File: config.mk
export PLATFORM = sky130hd
export DESIGN_NAME = instruction_field_decoder_core
export DESIGN_NICKNAME = d
export VERILOG_FILES = /design/src/rtl/core/ifd_pkg.sv /design/src/rtl/core/instruction_field_decoder_core.sv
export VERILOG_INCLUDE_DIRS = /design/src /design/src/rtl/core
export SDC_FILE = /design/constraint.sdc
export NUM_CORES = 1
export LEC_CHECK = 0
export BUFFER_PORTS_ARGS = -buffer_cell sky130_fd_sc_hd__buf_2
export CAP_MARGIN = 20
export CORE_ASPECT_RATIO = 1.75
export CORE_MARGIN = 10
export CORE_UTILIZATION = 40
export CTS_CLUSTER_SIZE = 16
export DETAILED_ROUTE_END_ITERATION = 8
export RECOVER_POWER = 100
export SYNTH_ARGS = -nofsm -noshare
export SYNTH_HDL_FRONTEND = slang
export SYNTH_SLANG_ARGS = --single-unit
export TNS_END_PERCENT = 1
File: constraint.sdc
create_clock -name clk -period 17.3 [get_ports clk]
set_input_delay 3.46 -clock clk [delete_from_list [all_inputs] [get_ports clk]]
set_output_delay 3.46 -clock clk [all_outputs]
set_load 0.02 [all_outputs]
File: src/rtl/core/instruction_field_decoder_core_macros.svh
// Assertion helpers for the instruction field decoder core.
// Each macro expects clk and rst_n in scope.
`ifndef INSTRUCTION_FIELD_DECODER_CORE_MACROS_SVH
`define INSTRUCTION_FIELD_DECODER_CORE_MACROS_SVH

// Same-cycle implication.
`define IFD_ASSERT_NOW(label, ante, cons, msg) \
  label: assert property (@(posedge clk) disable iff (!rst_n) (ante) |-> (cons)) \
    else $error(msg);

// Next-cycle implication.
`define IFD_ASSERT_NEXT(label, ante, cons, msg) \
  label: assert property (@(posedge clk) disable iff (!rst_n) (ante) |=> (cons)) \
    else $error(msg);

`endif

File: src/rtl/core/ifd_pkg.sv
`default_nettype none

package ifd_pkg;

  // Decoded operation numbers
  typedef enum logic [6:0] {
    MN_NONE, MN_JIRL, MN_B, MN_BL, MN_BEQ, MN_BNE, MN_BLT, MN_BGE, MN_BLTU, MN_BGEU,
    MN_DBAR, MN_IBAR, MN_SC_W, MN_LL_W,
    MN_LD_B, MN_LD_H, MN_LD_W, MN_ST_B, MN_ST_H, MN_ST_W, MN_LD_BU, MN_LD_HU, MN_PRELD,
    MN_LU12I_W, MN_PCADDU12I,
    MN_CSRRD, MN_CSRWR, MN_CSRXCHG,
    MN_CACOP, MN_INVTLB, MN_IDLE,
    MN_TLBSRCH, MN_TLBRD, MN_TLBWR, MN_TLBFILL, MN_ERTN,
    MN_SLTI, MN_SLTUI, MN_ADDI_W, MN_ANDI, MN_ORI, MN_XORI,
    MN_SLLI_W, MN_SRLI_W, MN_SRAI_W,
    MN_DIV_W, MN_MOD_W, MN_DIV_WU, MN_MOD_WU, MN_BREAK, MN_SYSCALL,
    MN_ADD_W, MN_SUB_W, MN_SLT, MN_SLTU, MN_NOR, MN_AND, MN_OR, MN_XOR,
    MN_SLL_W, MN_SRL_W, MN_SRA_W, MN_MUL_W, MN_MULH_W, MN_MULH_WU,
    MN_RDCNTVL_W, MN_RDCNTID_W, MN_RDCNTVH_W
  } mnem_t;

  // Opcode patterns of the barrier group, bits 27..15
  localparam logic [12:0] OPC_DBAR = 13'h10e4;
  localparam logic [12:0] OPC_IBAR = 13'h10e5;

  // Privileged group: bits 21..17 select the tlb/idle/invtlb subgroup
  localparam logic [4:0] OPC_PRIV_MISC = 5'h04;

  // Bits 14..10 of the TLB / ertn encodings
  localparam logic [4:0] OPC_TLBSRCH = 5'h0a;
  localparam logic [4:0] OPC_TLBRD   = 5'h0b;
  localparam logic [4:0] OPC_TLBWR   = 5'h0c;
  localparam logic [4:0] OPC_TLBFILL = 5'h0d;
  localparam logic [4:0] OPC_ERTN    = 5'h0e;

  // Bits 21..15 of the shift-immediate group
  localparam logic [6:0] OPC_SLLI_W = 7'h01;
  localparam logic [6:0] OPC_SRLI_W = 7'h09;
  localparam logic [6:0] OPC_SRAI_W = 7'h11;

  // Bits 20..15 of the divide / trap group
  localparam logic [5:0] OPC_BREAK   = 6'h14;
  localparam logic [5:0] OPC_SYSCALL = 6'h15;

endpackage

`default_nettype wire

File: src/rtl/core/instruction_field_decoder_core.sv
// Instruction field decoder core for the reduced 32-bit LoongArch subset.
//
// Input channel: in_valid / in_stall carry one beat, the raw 32-bit word
// in_instruction. A beat is taken at a rising edge with in_valid high and
// in_stall low.
// Output channel: out_valid / out_stall carry one result beat per input beat:
// mnemonic number (0 = unimplemented), rd / rj / rk, sign- or zero-extended
// immediate (branch offsets in bytes), code/hint field and CSR number.
//
// Throughput: one beat per cycle, sustained while out_stall is low. A beat
// passes three register stages (input capture on the accepting edge,
// opcode-tree decode, field extraction into the output register) before
// out_valid rises.
// Each stage holds its own valid bit; a stage moves when the one after it is
// empty or moving, so bubbles are squeezed out under stall.
// When the receiver stalls, the output beat holds steady and the stages
// behind it keep filling; in_stall rises once all three are full.
// Reset (rst_n low, synchronous) empties the pipeline; nothing else is kept.

`default_nettype none

`include "instruction_field_decoder_core_macros.svh"

module instruction_field_decoder_core
  import ifd_pkg::*;
(
  input  wire logic               clk,
  input  wire logic               rst_n,
  // input channel
  input  wire logic               in_valid,
  output logic                    in_stall,
  input  wire logic [31:0]        in_instruction,
  // result channel
  output logic                    out_valid,
  input  wire logic               out_stall,
  output logic [6:0]              out_mnemonic,
  output logic [4:0]              out_dest_reg,
  output logic [4:0]              out_src_reg_j,
  output logic [4:0]              out_src_reg_k,
  output logic signed [27:0]      out_immediate,
  output logic [14:0]             out_code_field,
  output logic [9:0]              out_csr_number
);

  // stage registers
  logic         s1_valid_r;
  logic [31:0]  s1_word_r;
  logic         s2_valid_r;
  logic [31:0]  s2_word_r;
  mnem_t        s2_mn_r;
  mnem_t        s2_mn_nxt;
  logic         s3_valid_r;
  mnem_t        s3_mn_r;
  logic [4:0]   s3_rd_r;
  logic [4:0]   s3_rj_r;
  logic [4:0]   s3_rk_r;
  logic signed [27:0] s3_imm_r;
  logic signed [27:0] s3_imm_nxt;
  logic [14:0]  s3_code_r;
  logic [14:0]  s3_code_nxt;
  logic [9:0]   s3_csr_r;
  logic [9:0]   s3_csr_nxt;

  logic en1, en2, en3;

  // stage enables: move when the next stage is empty or moving
  assign en3      = !s3_valid_r || !out_stall;
  assign en2      = !s2_valid_r || en3;
  assign en1      = !s1_valid_r || en2;
  assign in_stall = !en1;

  // stage 1: capture the word
  always_ff @(posedge clk) begin
    if (!rst_n) begin
      s1_valid_r <= 1'b0;
    end else if (en1) begin
      s1_valid_r <= in_valid;
    end
    if (en1 && in_valid) begin
      s1_word_r <= in_instruction;
    end
  end

  // stage 2: walk the opcode tree, most significant bit first
  always_comb begin
    logic [31:0] w;
    w = s1_word_r;
    s2_mn_nxt = MN_NONE;
    priority if (w[31]) begin
      s2_mn_nxt = MN_NONE;
    end else if (w[30]) begin
      // jumps and branches
      unique case (w[29:26])
        4'd3:    s2_mn_nxt = MN_JIRL;
        4'd4:    s2_mn_nxt = MN_B;
        4'd5:    s2_mn_nxt = MN_BL;
        4'd6:    s2_mn_nxt = MN_BEQ;
        4'd7:    s2_mn_nxt = MN_BNE;
        4'd8:    s2_mn_nxt = MN_BLT;
        4'd9:    s2_mn_nxt = MN_BGE;
        4'd10:   s2_mn_nxt = MN_BLTU;
        4'd11:   s2_mn_nxt = MN_BGEU;
        default: s2_mn_nxt = MN_NONE;
      endcase
    end else if (w[29]) begin
      priority if (w[28]) begin
        // barriers
        if (w[27:15] == OPC_DBAR) begin
          s2_mn_nxt = MN_DBAR;
        end else if (w[27:15] == OPC_IBAR) begin
          s2_mn_nxt = MN_IBAR;
        end
      end else if (!w[27]) begin
        // atomics
        s2_mn_nxt = w[24] ? MN_SC_W : MN_LL_W;
      end else begin
        // loads, stores, preld
        unique case (w[26:22])
          5'd0:    s2_mn_nxt = MN_LD_B;
          5'd1:    s2_mn_nxt = MN_LD_H;
          5'd2:    s2_mn_nxt = MN_LD_W;
          5'd4:    s2_mn_nxt = MN_ST_B;
          5'd5:    s2_mn_nxt = MN_ST_H;
          5'd6:    s2_mn_nxt = MN_ST_W;
          5'd8:    s2_mn_nxt = MN_LD_BU;
          5'd9:    s2_mn_nxt = MN_LD_HU;
          5'd10:   s2_mn_nxt = MN_PRELD;
          default: s2_mn_nxt = MN_NONE;
        endcase
      end
    end else if (w[28]) begin
      // upper immediates
      unique case (w[27:25])
        3'd2:    s2_mn_nxt = MN_LU12I_W;
        3'd6:    s2_mn_nxt = MN_PCADDU12I;
        default: s2_mn_nxt = MN_NONE;
      endcase
    end else if (w[27]) begin
      s2_mn_nxt = MN_NONE;
    end else if (w[26]) begin
      // csr and privileged group
      unique case (w[25:24])
        2'd0: begin
          if (w[9:5] == 5'd0) begin
            s2_mn_nxt = MN_CSRRD;
          end else if (w[9:5] == 5'd1) begin
            s2_mn_nxt = MN_CSRWR;
          end else begin
            s2_mn_nxt = MN_CSRXCHG;
          end
        end
        2'd2: begin
          if (w[23:22] == 2'd0) begin
            s2_mn_nxt = MN_CACOP;
          end else if (w[23:22] == 2'd1 && w[21:17] == OPC_PRIV_MISC) begin
            unique case (w[16:15])
              2'd3: s2_mn_nxt = MN_INVTLB;
              2'd1: s2_mn_nxt = MN_IDLE;
              2'd0: begin
                if (w[9:0] == 10'd0) begin
                  unique case (w[14:10])
                    OPC_TLBSRCH: s2_mn_nxt = MN_TLBSRCH;
                    OPC_TLBRD:   s2_mn_nxt = MN_TLBRD;
                    OPC_TLBWR:   s2_mn_nxt = MN_TLBWR;
                    OPC_TLBFILL: s2_mn_nxt = MN_TLBFILL;
                    OPC_ERTN:    s2_mn_nxt = MN_ERTN;
                    default:     s2_mn_nxt = MN_NONE;
                  endcase
                end
              end
              default: s2_mn_nxt = MN_NONE;
            endcase
          end
        end
        default: s2_mn_nxt = MN_NONE;
      endcase
    end else if (w[25]) begin
      // ALU with 12-bit immediate
      unique case (w[24:22])
        3'd0:    s2_mn_nxt = MN_SLTI;
        3'd1:    s2_mn_nxt = MN_SLTUI;
        3'd2:    s2_mn_nxt = MN_ADDI_W;
        3'd5:    s2_mn_nxt = MN_ANDI;
        3'd6:    s2_mn_nxt = MN_ORI;
        3'd7:    s2_mn_nxt = MN_XORI;
        default: s2_mn_nxt = MN_NONE;
      endcase
    end else if (w[24] || w[23]) begin
      s2_mn_nxt = MN_NONE;
    end else if (w[22]) begin
      // shifts by immediate
      unique case (w[21:15])
        OPC_SLLI_W: s2_mn_nxt = MN_SLLI_W;
        OPC_SRLI_W: s2_mn_nxt = MN_SRLI_W;
        OPC_SRAI_W: s2_mn_nxt = MN_SRAI_W;
        default:    s2_mn_nxt = MN_NONE;
      endcase
    end else if (w[21]) begin
      // divide and traps
      unique case (w[20:15])
        6'd0:        s2_mn_nxt = MN_DIV_W;
        6'd1:        s2_mn_nxt = MN_MOD_W;
        6'd2:        s2_mn_nxt = MN_DIV_WU;
        6'd3:        s2_mn_nxt = MN_MOD_WU;
        OPC_BREAK:   s2_mn_nxt = MN_BREAK;
        OPC_SYSCALL: s2_mn_nxt = MN_SYSCALL;
        default:     s2_mn_nxt = MN_NONE;
      endcase
    end else if (w[20]) begin
      // three-register ALU
      unique case (w[19:15])
        5'd0:    s2_mn_nxt = MN_ADD_W;
        5'd2:    s2_mn_nxt = MN_SUB_W;
        5'd4:    s2_mn_nxt = MN_SLT;
        5'd5:    s2_mn_nxt = MN_SLTU;
        5'd8:    s2_mn_nxt = MN_NOR;
        5'd9:    s2_mn_nxt = MN_AND;
        5'd10:   s2_mn_nxt = MN_OR;
        5'd11:   s2_mn_nxt = MN_XOR;
        5'd14:   s2_mn_nxt = MN_SLL_W;
        5'd15:   s2_mn_nxt = MN_SRL_W;
        5'd16:   s2_mn_nxt = MN_SRA_W;
        5'd24:   s2_mn_nxt = MN_MUL_W;
        5'd25:   s2_mn_nxt = MN_MULH_W;
        5'd26:   s2_mn_nxt = MN_MULH_WU;
        default: s2_mn_nxt = MN_NONE;
      endcase
    end else if (w[19:15] == 5'd0 && w[14:13] == 2'd3) begin
      // counter reads
      if (w[12:10] == 3'd0) begin
        s2_mn_nxt = (w[4:0] != 5'd0) ? MN_RDCNTVL_W : MN_RDCNTID_W;
      end else if (w[12:10] == 3'd1) begin
        s2_mn_nxt = MN_RDCNTVH_W;
      end
    end else begin
      s2_mn_nxt = MN_NONE;
    end
  end

  always_ff @(posedge clk) begin
    if (!rst_n) begin
      s2_valid_r <= 1'b0;
    end else if (en2) begin
      s2_valid_r <= s1_valid_r;
    end
    if (en2 && s1_valid_r) begin
      s2_word_r <= s1_word_r;
      s2_mn_r   <= s2_mn_nxt;
    end
  end

  // stage 3: pick the fields that the operation uses
  always_comb begin
    logic [31:0] w;
    w = s2_word_r;
    s3_imm_nxt  = '0;
    s3_code_nxt = '0;
    s3_csr_nxt  = '0;
    unique case (s2_mn_r)
      MN_JIRL, MN_BEQ, MN_BNE, MN_BLT, MN_BGE, MN_BLTU, MN_BGEU:
        s3_imm_nxt = {{10{w[25]}}, w[25:10], 2'b00};
      MN_B, MN_BL:
        s3_imm_nxt = {w[9:0], w[25:10], 2'b00};
      MN_LL_W, MN_SC_W:
        s3_imm_nxt = {{14{w[23]}}, w[23:10]};
      MN_LD_B, MN_LD_H, MN_LD_W, MN_ST_B, MN_ST_H, MN_ST_W, MN_LD_BU, MN_LD_HU,
      MN_SLTI, MN_SLTUI, MN_ADDI_W:
        s3_imm_nxt = {{16{w[21]}}, w[21:10]};
      MN_PRELD, MN_CACOP: begin
        s3_imm_nxt  = {{16{w[21]}}, w[21:10]};
        s3_code_nxt = {10'd0, w[4:0]};
      end
      MN_ANDI, MN_ORI, MN_XORI:
        s3_imm_nxt = {16'd0, w[21:10]};
      MN_LU12I_W, MN_PCADDU12I:
        s3_imm_nxt = {{8{w[24]}}, w[24:5]};
      MN_SLLI_W, MN_SRLI_W, MN_SRAI_W:
        s3_imm_nxt = {23'd0, w[14:10]};
      MN_DBAR, MN_IBAR, MN_IDLE, MN_BREAK, MN_SYSCALL:
        s3_code_nxt = w[14:0];
      MN_INVTLB:
        s3_code_nxt = {10'd0, w[4:0]};
      MN_CSRRD, MN_CSRWR, MN_CSRXCHG:
        s3_csr_nxt = w[19:10];
      default: begin
        s3_imm_nxt  = '0;
        s3_code_nxt = '0;
        s3_csr_nxt  = '0;
      end
    endcase
  end

  always_ff @(posedge clk) begin
    if (!rst_n) begin
      s3_valid_r <= 1'b0;
    end else if (en3) begin
      s3_valid_r <= s2_valid_r;
    end
    if (en3 && s2_valid_r) begin
      s3_mn_r   <= s2_mn_r;
      s3_rd_r   <= s2_word_r[4:0];
      s3_rj_r   <= s2_word_r[9:5];
      s3_rk_r   <= s2_word_r[14:10];
      s3_imm_r  <= s3_imm_nxt;
      s3_code_r <= s3_code_nxt;
      s3_csr_r  <= s3_csr_nxt;
    end
  end

  // output beat
  assign out_valid      = s3_valid_r;
  assign out_mnemonic   = s3_mn_r;
  assign out_dest_reg   = s3_rd_r;
  assign out_src_reg_j  = s3_rj_r;
  assign out_src_reg_k  = s3_rk_r;
  assign out_immediate  = s3_imm_r;
  assign out_code_field = s3_code_r;
  assign out_csr_number = s3_csr_r;

  // checks
  `IFD_ASSERT_NOW(a_none_fields_zero, out_valid && (s3_mn_r == MN_NONE),
    (s3_imm_r == '0) && (s3_code_r == '0) && (s3_csr_r == '0),
    "unimplemented beat carries nonzero fields")
  `IFD_ASSERT_NOW(a_csr_only_csr_ops, out_valid && (s3_csr_r != '0),
    (s3_mn_r == MN_CSRRD) || (s3_mn_r == MN_CSRWR) || (s3_mn_r == MN_CSRXCHG),
    "csr number set for a non-csr operation")
  `IFD_ASSERT_NEXT(a_s2_holds, s2_valid_r && !en2,
    s2_valid_r && $stable(s2_word_r) && $stable(s2_mn_r),
    "decode stage changed while blocked")
  `IFD_ASSERT_NEXT(a_take_fills_s1, in_valid && !in_stall, s1_valid_r,
    "accepted beat not captured")
  `IFD_ASSERT_NEXT(a_drain_empties, out_valid && !out_stall && !s2_valid_r, !out_valid,
    "output beat repeated after delivery")

endmodule

`default_nettype wire

==> results of run 1 <==
worst register-to-register path, cell delays in order (launching register included):
cell      delay [ns]
dfxtp_1         0.37
nand4_1         0.16
nand2_1         0.32
clkinv_1        0.11
clkbuf_1        1.94
mux2i_1         0.51
inv_2           0.23
ha_1            0.21
inv_1           0.07
nor2_1          0.14
a21oi_1         0.10
o311ai_0        0.40
per-layer routing:
| metal | global-route usage (%) | up-vias |
|---|---|---|
| met2 | 27.4 | 186 |
| met1 | 13.4 | 2441 |
| met4 | 6.51 | 0 |
| li1 | - | 2386 |
| met5 | 0 | - |
| met3 | 3.88 | 48 |
cells in the mapped netlist, types with 6 or more instances:
master | instances | area, um2
a31oi_1 | 7 | 43.8
nor3_1 | 12 | 60.1
nand2b_1 | 9 | 56.3
ha_1 | 7 | 87.6
mux2i_1 | 11 | 110
a21oi_1 | 26 | 130
a22o_1 | 6 | 52.6
mux2_2 | 6 | 67.6
edfxtp_1 | 140 | 4200
or3_1 | 9 | 56.3
clkbuf_1 | 27 | 101
a21o_1 | 13 | 97.6
dfxtp_1 | 18 | 360
and2_1 | 26 | 163
nand3_1 | 13 | 65.1
nor2_1 | 37 | 139
a222oi_1 | 8 | 80.1
inv_1 | 24 | 90.1
o21ai_0 | 14 | 70.1
nand2_1 | 44 | 165
power by group:
group	leakage, nW	internal (W)	switching, W
sequential	1.52	0.000435	0.0000173
combinational	1.27	0.0000227	0.0000388
clock	0.251	0.000195	0.000142
total	3.04	0.000653	0.000198
final timing paths:
path                                             start                endpoint  slack [ns]  cells after the start
worst min register to register  s1_word_r[4]$_DFFE_PP_  s2_word_r[4]$_DFFE_PP_        0.45                      0
worst min-delay path            s1_word_r[4]$_DFFE_PP_  s2_word_r[4]$_DFFE_PP_        0.45                      0
worst max register to register  out_valid$_SDFFE_PN0P_               flip-flop       12.61                     11
worst max-delay path                         out_stall                in_stall        9.60                      4
metrics by stage:
step / cells / worst slack [ns] / power, W / hold WS (ns) / utilization, %
6_report: 919 / 9.60 / 0.000851 / 0.450 / 47.3
2_1_floorplan: 566 / 7.76 / 0.000498 / 0.421 / -
3_5_place_dp: 885 / 9.78 / 0.000522 / 0.437 / 45.1
5_1_grt: 919 / 9.24 / 0.000880 / 0.459 / 47.3
4_1_cts: 917 / 9.77 / 0.000857 / 0.454 / 48.1
3_3_place_gp: 885 / 9.81 / 0.000520 / 0.434 / 45.1
logic make-up (layout without fill, tap and decap cells):
group	after synthesis	count (layout)	synth area share [%]
and+or+nand+nor	184	184	13.7
DFF	158	158	64.4
AOI/OAI and AO/OA	139	139	14.5
buffers and inverters	56	178	3.09
muxes	17	17	2.51
adders and majority gates	7	7	1.24
xor gates and xnor gates	5	5	0.618
layout make-up:
class	count	area, um2
Clock buffer	19	433
Fill cell	1671	9190
Sequential cell	158	4560
Timing Repair Buffer	119	482
Tap cell	231	289
Clock inverter	13	100
Multi-Input combinational cell	352	2290
Inverter	27	101
==> results.sh, run 1 <==
export IMPL_drc=0
export IMPL_setup_viol=0
export IMPL_grt_pass1_vias=5005
export IMPL_cts_setup_buffers=0
export IMPL_core_um2=17500
export IMPL_area_growth_pct=16.6
export IMPL_track_usage_pct=14.3
export IMPL_max_stage_delay_ns=0.24
export IMPL_start_util_pct=40.6
export IMPL_slew_violations=164
export IMPL_hpwlAfterDp_mm=12.7
export IMPL_row_count=64
export IMPL_cp_num_buf_inv=3
export IMPL_layout_common_cells="edfxtp_1, clkbuf_1, nand2_1"
export IMPL_wl_met3_um=994
export IMPL_grt_max_degree=76
export IMPL_grt_pass1_wl_mm=26.6
export IMPL_wire_per_inst_um=18.7
export IMPL_drtPass1Iterations=8
export IMPL_critPathKind="in2out"
export IMPL_crit_arrival_ns=4.24
export IMPL_clk_pin_slew_ns=0.06
export IMPL_skew_ns=0.00939
export IMPL_dieArea_um2=23600
export IMPL_largest_register="s1_word_r"
export IMPL_ant_nets=0
export IMPL_p_leak_nw=3.04
export IMPL_dr_wl_met2_mm=9.66
export IMPL_yosysWarnings=0
export IMPL_insertion_delay_ns=0.42
export IMPL_io_buffers=112
export IMPL_layout_nets=718
export IMPL_crit_slowest_cell="clkbuf_1"
export IMPL_fin_crit_sh_pct=44.5
export IMPL_largest_reg_flops=32
export IMPL_via_per_inst=5.51
export IMPL_diodes=0
export IMPL_placed_cell_area_um2=7870
export IMPL_vdd_drop_max_uv=55.2
export IMPL_cts_sinks=158
export IMPL_num_vias=5061
export IMPL_grt_overflow=0
export IMPL_maxCapViolCount=3
export IMPL_slew_headroom_pct=-159
export IMPL_design_area_um2=8260
export IMPL_syn_area_per_cell_um2=12.5
export IMPL_synth_ff_type="edfxtp_1"
export IMPL_syn_nets=609
export IMPL_fin_crit_ns=7.70
export IMPL_cts_tree="yes"
export IMPL_timing_critical_path_mode_cell="clkbuf_1"
export IMPL_cts_root_buf="clkbuf_16"
export IMPL_synthCells=566
export IMPL_routed_top_layer="met4"
export IMPL_wl_met1_mm=6.09
export IMPL_routed_wl_mm=17.2
export IMPL_setup_tns_ns=0
export IMPL_drt_iter0_markers=564
export IMPL_synth_edf_count=140
export IMPL_postSynth_asyncResetShare_pct=0
export IMPL_ys_types=70
export IMPL_status="finished with violations"
export IMPL_violations="capacitance limit, slew limit"
export IMPL_clock_fmax_ghz=0.130
export IMPL_finalHoldViolCount=0
export IMPL_worstPathMaxFanout=4
export IMPL_cts_hold_buf=0
export IMPL_cts_max_level=4
export IMPL_cpLargestDelayFamily="buffers and inverters"
export IMPL_die_h_um=196
export IMPL_critPathLaunchType="input port"
export IMPL_cp_data_required_time_ns=13.84
export IMPL_clk_path_buf_depth=2
export IMPL_worstMarginPinSlew_ns=3.89
export IMPL_rsz0062_at_grt="false"
export IMPL_antenna_found_initial=0
export IMPL_gp_congestion=0.859
export IMPL_synth_seq_cells=158
export IMPL_cts_made_buffers=17
export IMPL_drive_gt1_share_pct=9.30
export IMPL_synth_area_um2=7080
export IMPL_p_per_area_nw_per_um2=103
export IMPL_cts_resized=0
export IMPL_path_cells="clkbuf_1, nand4_1, inv_1, clkbuf_1"
export IMPL_die_w_um=121
export IMPL_ios=113
export IMPL_min_path_type="reg2reg"
export IMPL_ys_seq_area_share_pct=64.4
export IMPL_final_common_cell="edfxtp_1"
export IMPL_setup_worst_path_end_class="output port"
Power figures use the tool's default switching activity.
==> inputs of run 2 (changes only) <==
clock period = 6.8 ns   (was 17.3 ns; I/O delays follow)
==> results.sh, run 2 (same netlist as run 1, synthesis figures left out) <==
export IMPL_core_um2=17500
export IMPL_design_area_um2=8280
export IMPL_cts_tree="yes"
export IMPL_p_leak_nw=3.04
export IMPL_fin_crit_sh_pct=69.8
export IMPL_grt_pass1_wl_mm=27.2
export IMPL_largest_reg_flops=32
export IMPL_setup_viol=0
export IMPL_cts_sinks=158
export IMPL_dieArea_um2=23600
export IMPL_cts_root_buf="clkbuf_16"
export IMPL_track_usage_pct=14.7
export IMPL_clk_pin_slew_ns=0.06
export IMPL_crit_arrival_ns=5.01
export IMPL_grt_overflow=0
export IMPL_maxCapViolCount=3
export IMPL_worst_r2r_setup_slack_ns=2.78
export IMPL_critPathKind="in2reg"
export IMPL_timing_rr_start="out_valid$_SDFFE_PN0P_"
export IMPL_die_h_um=196
export IMPL_gp_congestion=0.896
export IMPL_hp_start="s1_word_r[6]$_DFFE_PP_"
export IMPL_io_buffers=112
export IMPL_rr_worst_depth=10
export IMPL_antenna_found_initial=0
export IMPL_grt_pass1_vias=5078
export IMPL_via_per_inst=5.53
export IMPL_cts_hold_buf=0
export IMPL_setup_tns_ns=0
export IMPL_cts_max_level=4
export IMPL_grt_max_degree=76
export IMPL_start_util_pct=40.6
export IMPL_row_count=64
export IMPL_die_w_um=121
export IMPL_ant_nets=0
export IMPL_ios=113
export IMPL_layoutNonFillerInstCount=917
export IMPL_skew_ns=0.0119
export IMPL_whs_ns=0.455
export IMPL_clock_fmax_ghz=0.211
export IMPL_cp_data_required_time_ns=7.06
export IMPL_final_common_cell="edfxtp_1"
export IMPL_slew_violations=164
export IMPL_min_path_type="reg2reg"
export IMPL_worstMarginPinSlew_ns=3.96
export IMPL_violations="capacitance limit, slew limit"
export IMPL_drive_gt1_share_pct=8.89
export IMPL_slew_headroom_pct=-164
export IMPL_clk_path_buf_depth=2
export IMPL_fin_ws_ns=2.05
export IMPL_cts_setup_buffers=0
export IMPL_wire_per_inst_um=19.3
export IMPL_drtPass1Iterations=5
export IMPL_drc=0
export IMPL_hpwlAfterDp_mm=13.1
export IMPL_finalHoldViolCount=0
export IMPL_routed_wl_mm=17.7
export IMPL_cts_resized=0
export IMPL_placedCellCount=884
export IMPL_fill_cells=1672
export IMPL_num_vias=5069
export IMPL_layout_common_cells="edfxtp_1, clkbuf_1, nand2_1"
export IMPL_diodes=0
export IMPL_area_growth_pct=16.9
export IMPL_setup_worst_path_end_class="flip-flop"
export IMPL_insertion_delay_ns=0.42
export IMPL_status="finished with violations"
export IMPL_largest_register="s1_word_r"
export IMPL_critPathLaunchType="input port"
export IMPL_p_per_area_nw_per_um2=266
export IMPL_vdd_drop_max_uv=145
export IMPL_layout_nets=716
export IMPL_place_ws_ns=2.37
export IMPL_placed_cell_area_um2=7860
export IMPL_rsz0062_at_grt="false"
export IMPL_startpoint="out_stall"
export IMPL_drt_iter0_markers=440
export IMPL_fin_crit_ns=4.75
export IMPL_worstPathMaxFanout=53
export IMPL_cts_made_buffers=17
-- run 2: area by class of cell --
| class | count | area [um2] | share of cell area [%] |
|---|---|---|---|
| Timing Repair Buffer | 117 | 473 | 5.71 |
| Inverter | 27 | 101 | 1.22 |
| Tap cell | 231 | 289 | 3.49 |
| Clock buffer | 20 | 437 | 5.27 |
| Clock inverter | 12 | 121 | 1.47 |
| Sequential cell | 158 | 4560 | 55.1 |
| Multi-Input combinational cell | 352 | 2290 | 27.7 |
-- run 2: worst max-delay path: stages --
cell,delay [ns]
clkbuf_1,0.14
nand4_1,0.18
nand2_1,0.28
inv_1,1.44
mux2i_1,0.43
clkinv_1,0.22
ha_1,0.27
inv_1,0.08
nor2_1,0.05
a2111oi_0,0.43
a221oi_1,0.11
-- run 2: worst min-delay path by stage --
stage | slack, ns | to | cells after the start
detailed placement | 0.44 | s2_word_r[6]$_DFFE_PP_ | 0
finish | 0.46 | s2_word_r[6]$_DFFE_PP_ | 0
global placement | 0.43 | s2_word_r[2]$_DFFE_PP_ | 0
floorplan | 0.42 | s2_word_r[21]$_DFFE_PP_ | 0
CTS | 0.46 | s2_word_r[6]$_DFFE_PP_ | 0
global route | 0.48 | s2_word_r[6]$_DFFE_PP_ | 0
-- run 2: through the flow --
step / util, % / total power, W
floorplan: - / 0.00127
global placement: 45.0 / 0.00132
detailed placement: 45.0 / 0.00133
CTS: 48.2 / 0.00222
global route: 47.4 / 0.00228
finish: 47.4 / 0.00220
-- run 2: power breakdown --
part           total, W  switching [W]  internal (W)
Clock          0.000893       0.000358      0.000535
Sequential      0.00115      0.0000449       0.00111
Combinational  0.000157      0.0000997     0.0000575
-- run 2: metal layers --
metal | track usage, % | up-vias | wire length [um]
li1 | - | 2376 | -
met3 | 3.71 | 47 | 1080
met1 | 14.0 | 2440 | 6120
met2 | 27.8 | 206 | 9920
met4 | 7.54 | 0 | 572
met5 | 0 | - | 0
